--- config.mk ---
export PLATFORM = sky130hd
export DESIGN_NAME = fibonacci_matrix_power
export DESIGN_NICKNAME = d
export VERILOG_FILES = /design/src/design/fmp_pkg.sv /design/src/design/fmp_mul.sv /design/src/design/fibonacci_matrix_power.sv
export SDC_FILE = /design/constraint.sdc
export NUM_CORES = 2
export LEC_CHECK = 0
export BUFFER_PORTS_ARGS = -buffer_cell sky130_fd_sc_hd__buf_4
export CORE_MARGIN = 3
export CORE_UTILIZATION = 40
export CTS_CLUSTER_SIZE = 25
export DETAILED_ROUTE_END_ITERATION = 10
export GPL_ROUTABILITY_DRIVEN = 0
export PLACE_DENSITY_LB_ADDON = 0.15
export SETUP_SLACK_MARGIN = 0.15
export SYNTH_ARGS = -nofsm -noshare
export SYNTH_HDL_FRONTEND = slang
export SYNTH_SLANG_ARGS = --single-unit
--- constraint.sdc ---
create_clock -name clk -period 15.13 [get_ports clk]
set_input_delay 0.7565 -clock clk [delete_from_list [all_inputs] [get_ports clk]]
set_output_delay 0.7565 -clock clk [all_outputs]
set_load 0.02 [all_outputs]
--- src/design/fmp_pkg.sv ---
// Shared constants and types for the Fibonacci matrix-power block.
// No dependencies; used by fmp_mul and fibonacci_matrix_power.
package fmp_pkg;

	localparam int VALUE_W        = 64;
	localparam int INDEX_W        = 32;
	localparam int DEF_WIDTH      = 64;
	localparam int DEF_INDEX_BITS = 32;

	// Which half-width partial product the multiplier forms.
	typedef enum logic [1:0] {
		PART_LL = 2'd0,
		PART_LH = 2'd1,
		PART_HL = 2'd2
	} part_t;

	typedef struct packed {
		logic  issue;
		logic  to_r0;
		part_t part;
	} mul_ctrl_t;

	typedef struct packed {
		logic valid;
		logic to_r0;
	} mul_res_t;

endpackage

--- src/design/fmp_mul.sv ---
// Shared half-width multiplier forming one partial product of a modular product.
// Depends on fmp_pkg (part_t, mul_ctrl_t, mul_res_t).
module fmp_mul #(
	parameter int WIDTH = fmp_pkg::DEF_WIDTH
) (
	input  logic                 clk,
	input  logic                 arst_n,
	input  fmp_pkg::mul_ctrl_t   ctrl,
	input  logic [WIDTH-1:0]     op_x,
	input  logic [WIDTH-1:0]     op_y,
	output fmp_pkg::mul_res_t    res,
	output logic [WIDTH-1:0]     prod
);
	import fmp_pkg::*;

	localparam int HALF = (WIDTH + 1) / 2;

	logic [HALF-1:0]   xl, xh, yl, yh, mx, my;
	logic [2*HALF-1:0] full;
	logic [WIDTH-1:0]  shifted;
	logic [WIDTH-1:0]  prod_s1;
	mul_res_t          res_s1;

	assign xl = op_x[HALF-1:0];
	assign yl = op_y[HALF-1:0];
	assign xh = HALF'(op_x[WIDTH-1:HALF]);
	assign yh = HALF'(op_y[WIDTH-1:HALF]);

	always_comb begin
		case (ctrl.part)
			PART_LH: begin
				mx = xl;
				my = yh;
			end
			PART_HL: begin
				mx = xh;
				my = yl;
			end
			default: begin
				mx = xl;
				my = yl;
			end
		endcase
	end

	assign full = mx * my;

	// Cross terms land one half up; bits past WIDTH drop out.
	assign shifted = (ctrl.part == PART_LL) ? WIDTH'(full)
	                                        : WIDTH'({full, {HALF{1'b0}}});

	always_ff @(posedge clk or negedge arst_n) begin
		if (!arst_n) begin
			res_s1 <= '0;
		end else begin
			res_s1.valid <= ctrl.issue;
			res_s1.to_r0 <= ctrl.to_r0;
		end
	end

	always_ff @(posedge clk) begin
		if (ctrl.issue) begin
			prod_s1 <= shifted;
		end
	end

	assign res  = res_s1;
	assign prod = prod_s1;

endmodule

--- src/design/fibonacci_matrix_power.sv ---
// Top level: Fibonacci number of an index by fast doubling of Q^k = [[1,1],[1,0]].
// Depends on fmp_pkg and fmp_mul.
//
//   channel | signals                        | direction | payload
//   --------+--------------------------------+-----------+----------------------
//   input   | in_valid, in_ready, index_n    | in        | index_n  [31:0]
//   output  | out_valid, out_ready, fib_value| out       | fib_value[63:0]
//
// Per index bit, MSB first, the sequencer runs a prep state, nine half-width
// multiplier passes, a drain and an update state; after the last bit a done state
// loads the output register once it has room. Reset clears sequencer and out_valid.
// in_ready is high only in idle, even while a result waits; a stalled out_ready
// stalls the sequencer only once the next result is done.
module fibonacci_matrix_power #(
	parameter int WIDTH      = fmp_pkg::DEF_WIDTH,
	parameter int INDEX_BITS = fmp_pkg::DEF_INDEX_BITS
) (
	input  logic                         clk,
	input  logic                         arst_n,
	input  logic                         in_valid,
	output logic                         in_ready,
	input  logic [fmp_pkg::INDEX_W-1:0]  index_n,
	output logic                         out_valid,
	input  logic                         out_ready,
	output logic [fmp_pkg::VALUE_W-1:0]  fib_value
);
	import fmp_pkg::*;

	localparam int CNT_W = $clog2(INDEX_BITS);

	typedef enum logic [5:0] {
		S_IDLE   = 6'b000001,
		S_PREP   = 6'b000010,
		S_MUL    = 6'b000100,
		S_DRAIN  = 6'b001000,
		S_UPDATE = 6'b010000,
		S_DONE   = 6'b100000
	} state_t;

	// Which of the three doubling products is on the multiplier.
	typedef enum logic [1:0] {
		PROD_AT = 2'd0,   // F(k) * (2F(k+1) - F(k))  -> F(2k)
		PROD_BB = 2'd1,   // F(k+1)^2                 -> part of F(2k+1)
		PROD_AA = 2'd2    // F(k)^2                   -> part of F(2k+1)
	} prod_t;

	state_t            state_q;
	prod_t             prod_sel_q;
	part_t             part_q;
	logic [CNT_W-1:0]  bit_cnt_q;
	logic [INDEX_BITS-1:0] n_q;
	logic [WIDTH-1:0]  a_q, b_q, t_q, r0_q, r1_q;
	logic [WIDTH-1:0]  fib_q;
	logic              out_valid_q;

	mul_ctrl_t         mctrl;
	mul_res_t          mres;
	logic [WIDTH-1:0]  op_x, op_y, mprod;
	logic              out_free;
	logic              last_pass;

	assign in_ready  = (state_q == S_IDLE);
	assign out_free  = !out_valid_q || out_ready;
	assign last_pass = (prod_sel_q == PROD_AA) && (part_q == PART_HL);

	// Operand routing for the shared multiplier.
	always_comb begin
		case (prod_sel_q)
			PROD_AT: begin
				op_x = a_q;
				op_y = t_q;
			end
			PROD_BB: begin
				op_x = b_q;
				op_y = b_q;
			end
			default: begin
				op_x = a_q;
				op_y = a_q;
			end
		endcase
	end

	assign mctrl.issue = (state_q == S_MUL);
	assign mctrl.to_r0 = (prod_sel_q == PROD_AT);
	assign mctrl.part  = part_q;

	fmp_mul #(
		.WIDTH(WIDTH)
	) u_mul (
		.clk    (clk),
		.arst_n (arst_n),
		.ctrl   (mctrl),
		.op_x   (op_x),
		.op_y   (op_y),
		.res    (mres),
		.prod   (mprod)
	);

	// Sequencer and control state.
	always_ff @(posedge clk or negedge arst_n) begin
		if (!arst_n) begin
			state_q     <= S_IDLE;
			prod_sel_q  <= PROD_AT;
			part_q      <= PART_LL;
			bit_cnt_q   <= '0;
			out_valid_q <= 1'b0;
		end else begin
			unique case (state_q)
				S_IDLE: begin
					if (in_valid) begin
						bit_cnt_q <= CNT_W'(INDEX_BITS - 1);
						state_q   <= S_PREP;
					end
				end
				S_PREP: begin
					prod_sel_q <= PROD_AT;
					part_q     <= PART_LL;
					state_q    <= S_MUL;
				end
				S_MUL: begin
					// Advance through LL, LH, HL of each product in turn.
					unique case (part_q)
						PART_LL: part_q <= PART_LH;
						PART_LH: part_q <= PART_HL;
						default: begin
							part_q <= PART_LL;
							unique case (prod_sel_q)
								PROD_AT: prod_sel_q <= PROD_BB;
								PROD_BB: prod_sel_q <= PROD_AA;
								default: prod_sel_q <= PROD_AT;
							endcase
						end
					endcase
					if (last_pass) begin
						state_q <= S_DRAIN;
					end
				end
				S_DRAIN: begin
					state_q <= S_UPDATE;
				end
				S_UPDATE: begin
					if (bit_cnt_q == '0) begin
						state_q <= S_DONE;
					end else begin
						bit_cnt_q <= bit_cnt_q - 1'b1;
						state_q   <= S_PREP;
					end
				end
				S_DONE: begin
					// Hold here until the output register has room.
					if (out_free) begin
						state_q <= S_IDLE;
					end
				end
				default: state_q <= S_IDLE;
			endcase

			if ((state_q == S_DONE) && out_free) begin
				out_valid_q <= 1'b1;
			end else if (out_ready) begin
				out_valid_q <= 1'b0;
			end
		end
	end

	// Datapath: F(k) in a_q, F(k+1) in b_q.
	always_ff @(posedge clk) begin
		if ((state_q == S_IDLE) && in_valid) begin
			n_q <= index_n[INDEX_BITS-1:0];
			a_q <= '0;
			b_q <= WIDTH'(1);
		end

		if (state_q == S_PREP) begin
			t_q  <= (b_q << 1) - a_q;
			r0_q <= '0;
			r1_q <= '0;
		end else if (mres.valid) begin
			// Accumulate partials: F(2k) in r0, F(k+1)^2 + F(k)^2 in r1.
			if (mres.to_r0) begin
				r0_q <= r0_q + mprod;
			end else begin
				r1_q <= r1_q + mprod;
			end
		end

		if (state_q == S_UPDATE) begin
			// A set bit steps k by one more: (F(2k+1), F(2k) + F(2k+1)).
			if (n_q[INDEX_BITS-1]) begin
				a_q <= r1_q;
				b_q <= r0_q + r1_q;
			end else begin
				a_q <= r0_q;
				b_q <= r1_q;
			end
			n_q <= n_q << 1;
		end

		if ((state_q == S_DONE) && out_free) begin
			fib_q <= a_q;
		end
	end

	assign out_valid = out_valid_q;
	assign fib_value = VALUE_W'(fib_q);

endmodule

==> reports/qor.csv <==
metric;value;unit
fin crit share;75.6;%
CP most frequent cell;fa_1;
critical path class;flip-flop to flip-flop;
CTS tree;done;
#FFs+latches synth;498;
overall die height;417;µm
vias in the first global route;56239;
reg-to-reg slack, setup;3.69;ns
Slew @ Worst Pin;1.30;ns
later-pin clock latency in the skew report;0.71;ns
GRT Total Usage;29.0;%
Setup Skew;0.0674;ns
num rows;150;
status;finished clean;
largest net degree at the start of global routing;125;
asr flop ratio synth;3.61;%
io pins;102;
TNS Setup;0;ns
grt ovf;0;
vias per inst;5.72;
HP Class;input pin to flip-flop;
initial antenna violation count;5;
final slew viol count;0;
final hold slack;0.267;ns
register area share after synthesis;20.1;%
final worst path period need;11.44;ns
max incr delay on CP;0.94;ns
synthesis-to-layout area growth;7.58;%
root buffer cell;clkbuf_16;
First-pass DRT Iterations;6;
Req. time, crit path;15.51;ns
Arr. time, crit path;11.82;ns
syn_nets;9143;
slowest CP cell;o21a_1;
CTS Buf Count;59;
routed wire length;254000;µm
Post-synth EDFFs;351;
RSZ-0062 raised after global routing;no;
H-tree levels;2;
mapped cell area;67700;µm²
final hold violations;0;
dpl ws;4.02;ns
most common cell after layout, fill and taps aside;inv_1;
Final ANT Viol Nets;0;
fraction of layout cells with a size suffix above 1;5.99;%
Critical Path Fanout Max;67;
first-pass GRT wire length;375000;µm
ys flop type;edfxtp_1;
DRT iter0 DRCs;5485;
per-cell routed wire length;25.8;µm
Yosys warning total;0;
dpl hpwl;202000;µm
IO Port Bufs;101;
final setup fails;0;
core area;168000;µm²
post-synth cell types;94;
CP endpoint kind;flip-flop;
Die X;417;µm
starting density of the core;40.4;%
number of post-CTS setup repair buffers;0;
vias;56278;
die area;174000;µm²
Max-slew headroom;12.7;%
most frequent cells in the layout;1,032 x inv_1, 1,025 x nand2_1, 900 x fa_1, 869 x nor2_1, 515 x ha_1;
Max Root-Sink Buffers;3;
post-route setup slack;3.69;ns
Max-cap violations;0;
f_max;87.4;MHz
Syn Area/Cell;8.80;µm²
fillers;16630;
Multi-input gate area;48800;µm²
crit path launch type;flip-flop;
Reg clk slew, reported paths;0.07;ns
Cells after Synth;7692;
clock sinks;498;
FF/Latch Area;13600;µm²
fin nets;9031;
residual DRC count;0;
==> layer usage <==
layer / track usage, % / share of wire [%]
met2: 44.7 / 44
met5: 0 / 0
met4: 14.1 / 6.1
met1: 39.6 / 42
met3: 4.93 / 8.3
==> cell families (layout without fill, tap and decap cells) <==
family	count (synthesis)	in the layout	share of synthesized area, %
xor+xnor	273	273	3.53
fa+ha+maj	1415	1415	36.2
flops	498	498	20.1
simple gates	2384	2384	14.9
buf+inv	1442	1380	8.02
other cells	0	2	0
compound gates	1521	1521	14.3
mux	159	159	2.97
==> state kept, by name, indices dropped and copies added (netlist names) <==
register / count
fib_value: 64
r1_q: 64
part_q: 2
state_q: 6
t_q: 64
u_mul.res: 2
u_mul.prod: 64
prod_sel_q: 2
n_q: 32
r0_q: 64
bit_cnt_q: 5
out_valid: 1
b_q: 64
a_q: 64
==> repair_timing <==
| action | CTS | global route |
|---|---|---|
| resized for setup | 0 | 0 |
| endpoints found under the hold margin | 17 | 0 |
| hold buffers | 1 | 0 |
==> critical path: cells and delay by family (launching register included) <==
kind	cells	cell delay, ns
adders and majority gates	9	4.47
xor gates and xnor gates	1	0.18
AOI/OAI and AO/OA	13	3.87
and+or+nand+nor	3	0.48
buffers and inverters	7	1.36
DFF	1	0.70
==> stage by stage <==
stage	instance area [µm²]	util, %	std cells
5_1_grt	72800	43.4	9835
4_1_cts	72800	43.4	9834
2_1_floorplan	67700	-	7692
3_5_place_dp	70800	42.3	9722
3_3_place_gp	70800	42.3	9722
6_report	72800	43.4	9836
==> Yosys cell counts (10+ instances only) <==
cell type  count  area share, %
a211o_1       15           0.19
a211oi_1      41           0.45
a21o_1       262            2.9
a21oi_1      515            3.8
a221oi_1      10           0.13
a22o_1        35           0.45
a31oi_1       43           0.40
a41oi_1       15           0.19
and2_1        69           0.64
and3_1        40           0.37
and4_1        11           0.14
buf_1         40           0.22
clkbuf_1     358            2.0
dfrtp_1       17           0.63
dfxtp_1      129            3.8
edfxtp_1     351             16
fa_1         900             27
ha_1         515            9.5
inv_1       1034            5.7
mux2i_1      123            1.8
mux4_2        33            1.1
nand2_1     1027            5.7
nand2b_1      39           0.36
nand3_1       99           0.73
nand3b_1      18           0.20
nand4_1       68           0.63
nor2_1       870            4.8
nor2b_1       34           0.31
nor3_1        49           0.36
nor4_1        11           0.10
o211ai_1      46           0.51
o21a_1        65           0.72
o21ai_0      259            1.9
o21ai_1       34           0.25
o21bai_1      52           0.58
o31ai_1       17           0.19
or2_2         14           0.13
or3_1         10          0.092
xnor2_1      166            2.1
xor2_1       107            1.4
==> layout make-up <==
cell class	count	share of cell area, %
sequential	498	18.7
clock buffer	66	2.06
inverter	1034	5.34
timing repair buffer	235	2.44
antenna	2	0.00688
tap	2204	3.79
multi-input combinational	5752	67.1
clock inverter	45	0.619
==> worst paths after layout <==
path,startpoint,to,cells past startpoint
max,prod_sel_q[1],u_mul.prod[55],33
min reg2reg,a_q[6],fib_value[6],0
max reg2reg,prod_sel_q[1],u_mul.prod[55],33
min in group asynchronous,arst_n,state_q[4],2
min,index_n[0],n_q[0],3
max in group asynchronous,arst_n,state_q[0],2
Power is not shown: default switching activity piles up to over one toggle a cycle in this logic, so the estimate is an artifact.
